`src/hw/rtl/pbs_pkg.sv`:
```
// types and constants of the power button sequencer
package pbs_pkg;

  localparam int CountWidth = 16;
  localparam int ThrWidth   = 16;

  typedef logic [CountWidth-1:0] count_t;
  typedef logic [ThrWidth-1:0]   thr_t;

  localparam thr_t ThrReset = thr_t'(3000);

  typedef struct packed {
    logic   prev_pressed;
    logic   on_pending;
    logic   button_armed;
    logic   forced_off;
    logic   reset_held;
    count_t hold_count;
  } pbs_state_t;

  typedef struct packed {
    logic supply_on;
    logic supply_off;
    logic reset_hold;
    logic reset_release;
  } pbs_flags_t;

  localparam pbs_state_t StateReset = '{
    prev_pressed: 1'b0,
    on_pending:   1'b0,
    button_armed: 1'b0,
    forced_off:   1'b0,
    reset_held:   1'b1,
    hold_count:   '0
  };

endpackage

```
`src/hw/rtl/pbs_if.sv`:
```
// channel interfaces of the power button sequencer
interface pbs_in_if;
  logic valid;
  logic ready;
  logic off_request;
  logic switch_pressed;
  logic supply_good;
  modport source (output valid, output off_request, output switch_pressed,
                  output supply_good, input ready);
  modport sink (input valid, input off_request, input switch_pressed,
                input supply_good, output ready);
endinterface

interface pbs_out_if;
  logic valid;
  logic ready;
  logic supply_on;
  logic supply_off;
  logic reset_hold;
  logic reset_release;
  modport source (output valid, output supply_on, output supply_off,
                  output reset_hold, output reset_release, input ready);
  modport sink (input valid, input supply_on, input supply_off,
                input reset_hold, input reset_release, output ready);
endinterface

interface pbs_cfg_if;
  logic          valid;
  logic          ready;
  pbs_pkg::thr_t data;
  modport source (output valid, output data, input ready);
  modport sink (input valid, input data, output ready);
endinterface

```
`src/hw/rtl/pbs_step.sv`:
```
// next state and action flags for one tick
module pbs_step (
  input  pbs_pkg::pbs_state_t state_i,
  input  pbs_pkg::thr_t       thr_i,
  input  logic                off_request_i,
  input  logic                switch_pressed_i,
  input  logic                supply_good_i,
  output pbs_pkg::pbs_state_t state_o,
  output pbs_pkg::pbs_flags_t flags_o
);
  import pbs_pkg::*;

  localparam int CmpWidth = (CountWidth > ThrWidth) ? CountWidth : ThrWidth;
  typedef logic [CmpWidth-1:0] cmp_t;

  localparam count_t CountMax = {CountWidth{1'b1}};

  pbs_state_t st;
  pbs_flags_t fl;
  logic       rise;

  assign rise = switch_pressed_i & ~state_i.prev_pressed;

  always_comb begin
    st = state_i;
    fl = '0;
    if (off_request_i) begin
      st.on_pending   = 1'b0;
      st.button_armed = 1'b0;
      st.forced_off   = 1'b0;
      st.hold_count   = '0;
      st.reset_held   = 1'b1;
      fl.supply_off   = 1'b1;
      fl.reset_hold   = 1'b1;
    end else begin
      // new press
      if (rise) begin
        st.hold_count = '0;
        st.forced_off = 1'b0;
        if (supply_good_i) begin
          st.button_armed = 1'b1;
        end else begin
          st.on_pending   = 1'b1;
          st.button_armed = 1'b0;
          fl.supply_on    = 1'b1;
        end
        st.reset_held = 1'b1;
        fl.reset_hold = 1'b1;
      end
      // reset release on supply good
      if (st.on_pending && supply_good_i) begin
        st.reset_held    = 1'b0;
        st.on_pending    = 1'b0;
        fl.reset_release = 1'b1;
      end else if (supply_good_i && !st.button_armed && !st.on_pending && st.reset_held) begin
        st.reset_held    = 1'b0;
        fl.reset_release = 1'b1;
      end
      // held press counting toward force off
      if (switch_pressed_i && st.button_armed && !st.forced_off) begin
        if ((cmp_t'(st.hold_count) < cmp_t'(thr_i)) && (st.hold_count != CountMax)) begin
          st.hold_count = st.hold_count + count_t'(1);
        end
        if (cmp_t'(st.hold_count) >= cmp_t'(thr_i)) begin
          fl.supply_off   = 1'b1;
          fl.reset_hold   = 1'b1;
          st.reset_held   = 1'b1;
          st.button_armed = 1'b0;
          st.forced_off   = 1'b1;
        end
      end
      if (!switch_pressed_i) begin
        st.hold_count = '0;
        st.forced_off = 1'b0;
      end
    end
    st.prev_pressed = switch_pressed_i;
  end

  assign state_o = st;
  assign flags_o = fl;

endmodule

```
`src/hw/rtl/power_button_sequencer.sv`:
```
// power button sequencer top level: one input beat per tick, one result beat
// latency: a result beat is valid the cycle after its input beat is accepted
// throughput: one beat per cycle unless the output stalls; state update and
//   flag logic feed a single output register; input ready follows output ready
// reset: rst_ni low clears state to no press, nothing armed, io reset held,
//   and the force-off threshold returns to 3000 ticks
module power_button_sequencer (
  input  logic       clk_i,
  input  logic       rst_ni,
  pbs_in_if.sink     in_i,
  pbs_out_if.source  out_o,
  pbs_cfg_if.sink    cfg_i
);
  import pbs_pkg::*;

  // sequencer state, advanced once per accepted input beat
  pbs_state_t state_q, state_d;
  // force-off threshold register
  thr_t       thr_q;
  // output register: valid flag and the action flags of one beat
  logic       out_valid_q;
  pbs_flags_t flags_q, flags_d;

  logic in_fire;

  // take a new beat when the output register is empty or being drained
  assign in_i.ready = ~out_valid_q | out_o.ready;
  assign in_fire    = in_i.valid & in_i.ready;

  // configuration is always taken
  assign cfg_i.ready = 1'b1;

  pbs_step u_step (
    .state_i          (state_q),
    .thr_i            (thr_q),
    .off_request_i    (in_i.off_request),
    .switch_pressed_i (in_i.switch_pressed),
    .supply_good_i    (in_i.supply_good),
    .state_o          (state_d),
    .flags_o          (flags_d)
  );

  // control state
  always_ff @(posedge clk_i or negedge rst_ni) begin
    if (!rst_ni) begin
      state_q     <= StateReset;
      thr_q       <= ThrReset;
      out_valid_q <= 1'b0;
    end else begin
      if (in_fire) begin
        state_q <= state_d;
      end
      if (cfg_i.valid) begin
        thr_q <= cfg_i.data;
      end
      if (in_fire) begin
        out_valid_q <= 1'b1;
      end else if (out_o.ready) begin
        out_valid_q <= 1'b0;
      end
    end
  end

  // result payload, no reset needed
  always_ff @(posedge clk_i) begin
    if (in_fire) begin
      flags_q <= flags_d;
    end
  end

  assign out_o.valid         = out_valid_q;
  assign out_o.supply_on     = flags_q.supply_on;
  assign out_o.supply_off    = flags_q.supply_off;
  assign out_o.reset_hold    = flags_q.reset_hold;
  assign out_o.reset_release = flags_q.reset_release;

endmodule

```
`src/flat_wrapper.sv`:
```
// flat-port wrapper written by rule: the top's interface ports become plain ports
module power_button_sequencer_flat import pbs_pkg::*;
  (clk_i, rst_ni, in_i_valid, in_i_off_request, in_i_switch_pressed, in_i_supply_good, in_i_ready, out_o_valid, out_o_supply_on, out_o_supply_off, out_o_reset_hold, out_o_reset_release, out_o_ready, cfg_i_valid, cfg_i_data, cfg_i_ready);
  pbs_in_if in_i_i ();
  pbs_out_if out_o_i ();
  pbs_cfg_if cfg_i_i ();
  input  logic clk_i;
  input  logic rst_ni;
  input wire logic [$bits(in_i_i.valid)-1:0] in_i_valid;
  input wire logic [$bits(in_i_i.off_request)-1:0] in_i_off_request;
  input wire logic [$bits(in_i_i.switch_pressed)-1:0] in_i_switch_pressed;
  input wire logic [$bits(in_i_i.supply_good)-1:0] in_i_supply_good;
  output wire logic [$bits(in_i_i.ready)-1:0] in_i_ready;
  output wire logic [$bits(out_o_i.valid)-1:0] out_o_valid;
  output wire logic [$bits(out_o_i.supply_on)-1:0] out_o_supply_on;
  output wire logic [$bits(out_o_i.supply_off)-1:0] out_o_supply_off;
  output wire logic [$bits(out_o_i.reset_hold)-1:0] out_o_reset_hold;
  output wire logic [$bits(out_o_i.reset_release)-1:0] out_o_reset_release;
  input wire logic [$bits(out_o_i.ready)-1:0] out_o_ready;
  input wire logic [$bits(cfg_i_i.valid)-1:0] cfg_i_valid;
  input wire logic [$bits(cfg_i_i.data)-1:0] cfg_i_data;
  output wire logic [$bits(cfg_i_i.ready)-1:0] cfg_i_ready;
  assign in_i_i.valid = in_i_valid;
  assign in_i_i.off_request = in_i_off_request;
  assign in_i_i.switch_pressed = in_i_switch_pressed;
  assign in_i_i.supply_good = in_i_supply_good;
  assign in_i_ready = in_i_i.ready;
  assign out_o_valid = out_o_i.valid;
  assign out_o_supply_on = out_o_i.supply_on;
  assign out_o_supply_off = out_o_i.supply_off;
  assign out_o_reset_hold = out_o_i.reset_hold;
  assign out_o_reset_release = out_o_i.reset_release;
  assign out_o_i.ready = out_o_ready;
  assign cfg_i_i.valid = cfg_i_valid;
  assign cfg_i_i.data = cfg_i_data;
  assign cfg_i_ready = cfg_i_i.ready;
  power_button_sequencer u_core (.clk_i(clk_i), .rst_ni(rst_ni), .in_i(in_i_i), .out_o(out_o_i), .cfg_i(cfg_i_i));
endmodule
```
`config.mk`:
```
export PLATFORM = sky130hd
export DESIGN_NAME = power_button_sequencer_flat
export DESIGN_NICKNAME = d
export VERILOG_FILES = /design/src/hw/rtl/pbs_pkg.sv /design/src/hw/rtl/pbs_if.sv /design/src/hw/rtl/pbs_step.sv /design/src/hw/rtl/power_button_sequencer.sv /design/src/flat_wrapper.sv
export SDC_FILE = /design/constraint.sdc
export NUM_CORES = 1
export LEC_CHECK = 0
export BUFFER_PORTS_ARGS = -buffer_cell sky130_fd_sc_hd__buf_2
export CORE_MARGIN = 3
export CORE_UTILIZATION = 50
export CTS_CLUSTER_DIAMETER = 60
export DETAILED_ROUTE_END_ITERATION = 8
export GPL_ROUTABILITY_DRIVEN = 0
export PLACE_DENSITY = 0.69
export REMOVE_ABC_BUFFERS = 1
export SYNTH_ARGS = -nofsm -noshare
export SYNTH_HDL_FRONTEND = slang
export SYNTH_SLANG_ARGS = --single-unit
```
`constraint.sdc`:
```
create_clock -name clk_i -period 6.2 [get_ports clk_i]
set_input_delay 0.93 -clock clk_i [delete_from_list [all_inputs] [get_ports clk_i]]
set_output_delay 0.93 -clock clk_i [all_outputs]
set_load 0.02 [all_outputs]
```
==> out/metrics.cfg, run 1 <==
[place]
placedCellCount=449
io_buffers=29
hpwlAfterDp_mm=5.663

[floorplanning]
die_w_um=85.29
fp.dieH_um=85.29
core_um2=5991
io_pins=31
start_util=0.5246
num_rows=28
dieArea_um2=7274

[timing]
worst_pin_slew_ps=1145
fin_skew_ps=5.094
maxSlewHeadroom=0.2336
maxSlewViolCount=0
setup_violations=0
grt_setup_unrepaired=false
fin_crit_sh=0.8418
tns_ps=0
finalCriticalPeriod_ps=5219
final_hold_viol_count=0
maxClockFrequency_ghz=0.1916

[drt]
vias_per_cell=5.930
route.vias.total=2710
drc=0
first_pass_iters=4
ant_nets=0
post_drt_wl_per_cell_um=16.32
drtIter0Drc=191
routed_wl_mm=7.457

[layout]
fillers=577
final_nets=437
syn_to_final_growth_pct=9.077
mostFrequentLayoutCell=nand2_1
n_antenna_cell=0
register_area_um2=1081
mostFrequentLayoutCells=nand2_1 (60), ha_1 (32), dfrtp_1 (30), buf_2 (29), inv_1 (27)
multi_input_area_um2=1887
stdcell_count=457
drive_above_1_share=0.1545

[power]
peakVddDrop_mv=0.1126
powerDensity_nw_per_um2=174.8
power.leakage_nw=1.620

[global_routing]
grt_pass1_wl_mm=12.54
grt_overflow_total=0
antenna_found_initial=0
grt_max_degree=39
grt_pass1_vias=2580
gr-usage-all-layers=0.2154

[clock_tree]
cts_root_buffer=clkbuf_8
htreeDepth=2
clk_pin_slew_ps=90
clock_latency_ps=300
numCtsBuffers=5
clock_sinks=42
postCtsHoldBufs=0
ctsResizeCount=0
clockBufferDepth=2
cts_setup_buffers=0
tritoncts=yes

[synth]
synth_ff_type=dfrtp_1
yosysWarnings=0
yosysSeqAreaShare=0.3439
avgSynthCellArea_um2=8.804
synth_top_area_frac=0.2389
yosysTopAreaCell=dfrtp_1
syn_inst=357
post_synth_num_cell_types=64
synth_area_leaders=dfrtp_1 (24%), ha_1 (13%), nand2_1 (7.2%)
synth-seq-cells=42
synth_edf_count=4
syn_area_um2=3143
async_reset_ff_frac=0.9048

[setup_path]
r2r_start=u_core.state_q[20]$_DFFE_PN0P_
cp-start-kind=input pin
crit_type=input pin to flip-flop
setup.worst_path.start=in_i_switch_pressed
r2r_cells=18
worstPathRequired_ps=6260
crit_end=u_core.out_o.reset_hold$_SDFFCE_PP1P_
worstPathArrival_ps=5280
cp_max_fo=24
r2r_end=u_core.out_o.reset_hold$_SDFFCE_PP1P_
reg2reg_slack_ps=1210
endpoint_kind=flip-flop

[job]
maxCapViolations=0

[hold_path]
hold_class=flip-flop to flip-flop
min-delay-start=u_core.state_q[17]$_DFFE_PN0P_

[run_status]
outcome=complete, no violations

## state kept, by name, summed over array words and instances (netlist names)
name                        cells
u_core.out_o.reset_hold         1
u_core.out_o.reset_release      1
u_core.out_o.supply_off         1
u_core.out_o.supply_on          1
u_core.out_o.valid              1
u_core.state_q                 21
u_core.thr_q                   16
## power by group
| group | internal (W) | total, W | switching (W) | leakage (nW) |
|---|---|---|---|---|
| clock network | 0.0000813 | 0.000188 | 0.000107 | 0.0447 |
| logic | 0.0000350 | 0.000104 | 0.0000687 | 1.06 |
| registers | 0.000299 | 0.000308 | 0.00000899 | 0.517 |
| total | 0.000415 | 0.000599 | 0.000184 | 1.62 |
## stage by stage
stage                     total power (W)  hold slack [ps]  cell area, µm²  utilization  setup WS (ps)
after floorplan                 0.0003751            463.9            3073            -           1410
after global placement          0.0004140            489.1            3334       0.5566          880.2
after detailed placement        0.0004164            492.3            3334       0.5566          727.6
after CTS                       0.0006057            513.7            3428       0.5723           1030
after global routing            0.0006337            545.0            3428       0.5723          808.8
final                           0.0005993            511.0            3428       0.5723          980.8
## kinds of logic after synthesis
kind of cell | Yosys count | synth area share
adder cells (fa/ha/maj) | 32 | 0.1274
AND/OR/NAND/NOR | 133 | 0.2237
AO/OA/AOI/OAI | 85 | 0.1855
flip-flops | 42 | 0.3440
multiplexers | 7 | 0.02349
buffers and inverters | 43 | 0.05573
XOR/XNOR | 14 | 0.03901
other | 1 | 0.001193
## critical path, cell delays in order
cell and delay, ps:
buf_2 140, nand2b_4 180, and2_1 260, ha_1 300, nor2b_1 140, a311o_1 350
a41oi_2 260, a211oi_2 150, nor3_4 410, buf_4 270, nand2_1 80, xnor2_1 130
ha_1 300, a2111oi_0 360, o21ai_0 170, a32oi_1 210, a32oi_1 150, a21oi_1 380
nand2_1 90
## how the worst min path moves through the flow
stage / slack (ps) / cells past startpoint / endpoint
6_report: 510 / 2 / u_core.state_q[17]$_DFFE_PN0P_
5_1_grt: 550 / 2 / u_core.state_q[17]$_DFFE_PN0P_
4_1_cts: 510 / 2 / u_core.state_q[17]$_DFFE_PN0P_
3_5_place_dp: 490 / 2 / u_core.state_q[17]$_DFFE_PN0P_
3_3_place_gp: 490 / 2 / u_core.state_q[17]$_DFFE_PN0P_
2_1_floorplan: 460 / 2 / u_core.state_q[1]$_DFFE_PN0P_
## layout make-up
type | instances | area share
Multi-Input combinational cell | 272 | 0.5504
Clock inverter | 3 | 0.007299
Tap cell | 75 | 0.02737
Clock buffer | 5 | 0.02007
Timing Repair Buffer | 32 | 0.04891
Sequential cell | 42 | 0.3153
Inverter | 28 | 0.03066
## Yosys cell counts (4+ instances only)
library cell and instances:
a32oi_1 4, a21oi_1 14, inv_1 27, o21ai_0 26, nand3_1 8, and3_1 8
edfxtp_1 4, mux2i_1 4, clkbuf_1 11, ha_1 32, and4_1 5, nand2_1 60
dfstp_2 8, xnor2_1 14, a211o_1 4, nor2_1 10, nor3_1 4, o211ai_1 5
nor2b_1 4, nand4_1 8, and2_1 10, dfrtp_1 30
## metal layers
layer	vias up	share of wire	GRT usage
met5	-	0	0
met4	0	0.017	0.06043
met3	10	0.061	0.03107
met2	79	0.48	0.3573
met1	1284	0.44	0.2929
li1	1337	-	-
Note: power is estimated with default switching activity, not from simulation.
==> run 2, diff against run 1 <==
--- a/config.mk
+++ b/config.mk
@@ -5,13 +5,14 @@
 export SDC_FILE = /design/constraint.sdc
 export NUM_CORES = 1
 export LEC_CHECK = 0
+export ABC_AREA = 1
 export BUFFER_PORTS_ARGS = -buffer_cell sky130_fd_sc_hd__buf_2
 export CORE_MARGIN = 3
 export CORE_UTILIZATION = 50
 export CTS_CLUSTER_DIAMETER = 60
 export DETAILED_ROUTE_END_ITERATION = 8
 export GPL_ROUTABILITY_DRIVEN = 0
-export PLACE_DENSITY = 0.69
+export PLACE_DENSITY = 0.72
 export REMOVE_ABC_BUFFERS = 1
 export SYNTH_ARGS = -nofsm -noshare
 export SYNTH_HDL_FRONTEND = slang
==> constraint.sdc (replaced) <==
create_clock -name clk_i -period 4.6 [get_ports clk_i]
set_input_delay 0.69 -clock clk_i [delete_from_list [all_inputs] [get_ports clk_i]]
set_output_delay 0.69 -clock clk_i [all_outputs]
set_load 0.02 [all_outputs]
==> run 2 against run 1 <==
Compared with the run above:
- clock power increased by 91%
- critical endpoint is now u_core.state_q[18]$_DFFE_PN0P_
- highest routed layer unchanged
- hold slack got worse by 33 ps
- first-iteration DRC count increased by 41%
- utilization increased by 0.80 points
- largest power group unchanged
- sequential share of layout area decreased by 2.8 points
- critical path depth increased by 5
- clock skew increased by 7.4 ps
- final cell count increased by 31%
- non-clock buffer count increased by 2
- sequential power increased by 39%
- register-to-register slack got worse by 620 ps
==> out/metrics.cfg, run 2 <==
[timing]
finalCriticalPeriod_ps=4029
tns_ps=0  ; unchanged
worst_hold_slack_ps=477.6  ; -33.37 ps
worst_pin_slew_ps=870.6  ; -274.9 ps
setup_violations=0  ; unchanged
maxSlewHeadroom=0.4165  ; +0.1829
final_hold_viol_count=0  ; unchanged
maxSlewViolCount=0  ; unchanged
fin_crit_sh=0.8759
fin_skew_ps=12.48  ; +7.383 ps
grt_setup_unrepaired=false
maxClockFrequency_ghz=0.2482

[clock_tree]
clockBufferDepth=2  ; unchanged
clock_latency_ps=310  ; about the same
tritoncts=yes
htreeDepth=2  ; unchanged
postCtsHoldBufs=0  ; unchanged
clk_pin_slew_ps=100  ; about the same
numCtsBuffers=5  ; unchanged
clock_sinks=42  ; unchanged
cts_setup_buffers=0  ; unchanged
ctsResizeCount=0  ; unchanged
cts_root_buffer=clkbuf_8

[layout]
drive_above_1_share=0.1612  ; +0.006778
design_area_um2=3769  ; +9.9%
regMostFlops=u_core.state_q
n_antenna_cell=0  ; unchanged
mostFrequentLayoutCells=nand2_1 (161), inv_1 (66), a21oi_1 (34), ha_1 (32), dfrtp_1 (30)
reg.largest.list=u_core.state_q x21, u_core.thr_q x16
mostFrequentLayoutCell=nand2_1
stdcell_count=598  ; +31%
syn_to_final_growth_pct=9.647
largest_reg_flops=21  ; unchanged
final_nets=576  ; +32%
final_util=0.5802  ; +0.007971

[synth]
yosysWarnings=0  ; unchanged
post_synth_num_cell_types=37  ; -42%
synth_edf_count=4  ; unchanged
synth_mux_area_frac=0.003276  ; -0.02021
synth_compound_area_frac=0.09793  ; -0.08758
synth_simple_gate_area_frac=0.3466  ; +0.1228
synth.most_common_cell=nand2_1
synth_common_cells=nand2_1 (161), inv_1 (66), a21oi_1 (34), ha_1 (32), dfrtp_1 (30)
yosysTopAreaCell=dfrtp_1
avgSynthCellArea_um2=6.944  ; -21%
async_reset_ff_frac=0.9048  ; unchanged
synth-seq-cells=42  ; unchanged
synth_adder_area_share=0.1165  ; -0.01090
yosysSeqAreaShare=0.3145  ; -0.02942
syn_area_um2=3437  ; +9.4%
synth_ff_type=dfrtp_1
synth_top_area_frac=0.2184  ; -0.02043
syn_inst=495  ; +39%
synth_xor_area_frac=0.01274  ; -0.02627
synth_top_family_by_area=simple AND/OR/NAND/NOR gates
synth_area_leaders=dfrtp_1 (22%), nand2_1 (18%), ha_1 (12%)

[power]
comb_power_share=0.260  ; +0.087
powerDensity_nw_per_um2=282.4  ; +62%
p_sw_w=0.0003437  ; +86%
clkPwrFrac=0.339  ; +0.025
peakVddDrop_mv=0.1434  ; +27%
seq_power_share=0.402  ; -0.111
p_int_w=0.0007205  ; +74%
p_sw_frac=0.3230  ; +0.01529
power.leakage_nw=2.012  ; +24%

[global_routing]
grt_max_degree=39  ; unchanged
grt_overflow_total=0  ; unchanged
grt_pass1_vias=3147  ; +22%
antenna_found_initial=0  ; unchanged
grt_pass1_wl_mm=14.41  ; +15%
gr-usage-all-layers=0.2343  ; +0.01895

[setup_path]
r2r_end=u_core.state_q[18]$_DFFE_PN0P_
cp_max_fo=14  ; -42%
crit_type=input pin to flip-flop
worstPathArrival_ps=4230  ; -1050 ps
r2r_start=u_core.state_q[20]$_DFFE_PN0P_
cp-start-kind=input pin
reg2reg_slack_ps=590  ; -620 ps
r2r_cells=24  ; +6
worstPathRequired_ps=4800  ; -1460 ps
endpoint_kind=flip-flop

[drt]
post_drt_wl_per_cell_um=14.39  ; -12%
ant_nets=0  ; unchanged
drc=0  ; unchanged
first_pass_iters=5  ; +1
route.vias.total=3312  ; +22%
drtIter0Drc=269  ; +41%
routed_wl_mm=8.606  ; +15%
vias_per_cell=5.538  ; -6.6%

[floorplanning]
die_w_um=88.91  ; +4.3%
start_util=0.5292  ; +0.004540
num_rows=29  ; +3.6%
io_pins=31  ; unchanged
dieArea_um2=7905  ; +8.7%
core_um2=6495  ; +8.4%
fp.dieH_um=88.91  ; +4.3%

[place]
io_buffers=29  ; unchanged
hpwlAfterDp_mm=6.375  ; +13%
placedCellCount=590  ; +31%
dpl_cell_area_um2=3631  ; +8.9%

[job]
maxCapViolations=0  ; unchanged

[hold_path]
hold_class=input pin to async pin

[run_status]
outcome=complete, no violations

run 2: power groups by stage:
stage,logic (W),registers [W],clock network (W)
6_report,0.000276,0.000428,0.000360
5_1_grt,0.000315,0.000431,0.000386
3_3_place_gp,0.000267,0.000433,0
3_5_place_dp,0.000273,0.000434,0
4_1_cts,0.000275,0.000427,0.000364
2_1_floorplan,0.000185,0.000435,0
run 2: how the worst max path moves through the flow:
stage	start	to	slack (ps)
floorplan	in_i_switch_pressed	u_core.out_o.supply_off$_SDFFCE_PP1P_	500
global placement	in_i_switch_pressed	u_core.state_q[18]$_DFFE_PN0P_	400
detailed placement	in_i_switch_pressed	u_core.state_q[18]$_DFFE_PN0P_	320
CTS	in_i_switch_pressed	u_core.state_q[18]$_DFFE_PN0P_	640
global route	u_core.state_q[20]$_DFFE_PN0P_	u_core.state_q[18]$_DFFE_PN0P_	220
finish	in_i_switch_pressed	u_core.state_q[18]$_DFFE_PN0P_	570
run 2: critical path: stages:
cell	delay [ps]
buf_2	130
nand2_4	220
nand2_2	160
inv_1	150
ha_1	200
nand2_1	100
nor2_4	230
nand3_2	150
nor2_4	130
inv_2	150
nand3_2	270
nand2_1	80
nand2_1	100
inv_1	50
ha_1	280
nand2_1	60
inv_1	50
nand3_1	110
nor3_1	340
nand3_1	130
nand3_1	130
nand2_1	80
nand2_1	140
o22ai_1	70
run 2: logic make-up (layout without fill, tap and decap cells):
| group | Yosys count | after routing |
|---|---|---|
| compound gates | 64 | 64 |
| fa+ha+maj | 32 | 32 |
| simple gates | 260 | 260 |
| mux | 1 | 1 |
| flops | 42 | 42 |
| buf+inv | 90 | 116 |
| other cells | 1 | 1 |
| xor+xnor | 5 | 5 |
run 2: metrics by stage:
step	power (W)	setup slack, ps
final	0.001064	570.7
after detailed placement	0.0007079	324.6
after global routing	0.001132	224.5
after CTS	0.001067	635.6
after floorplan	0.0006192	496.9
after global placement	0.0007005	404.4
run 2: final cells by class:
type	instances	area [µm²]
multi-input cells	363	1992
flip-flops and latches	42	1081
clock buffers	5	68.82
well taps	77	96.34
inverters	74	279.0
fillers	610	2726
clock inverters	3	68.82
repair buffers	34	182.7
run 2: layer usage:
layer | vias up | part of all wire | wire [µm] | GRT usage
met3 | 25 | 0.065 | 561 | 0.02949
met5 | - | 0 | 0 | 0
li1 | 1641 | - | - | -
met2 | 150 | 0.47 | 4011 | 0.4015
met1 | 1496 | 0.44 | 3823 | 0.3063
met4 | 0 | 0.024 | 209 | 0.07692
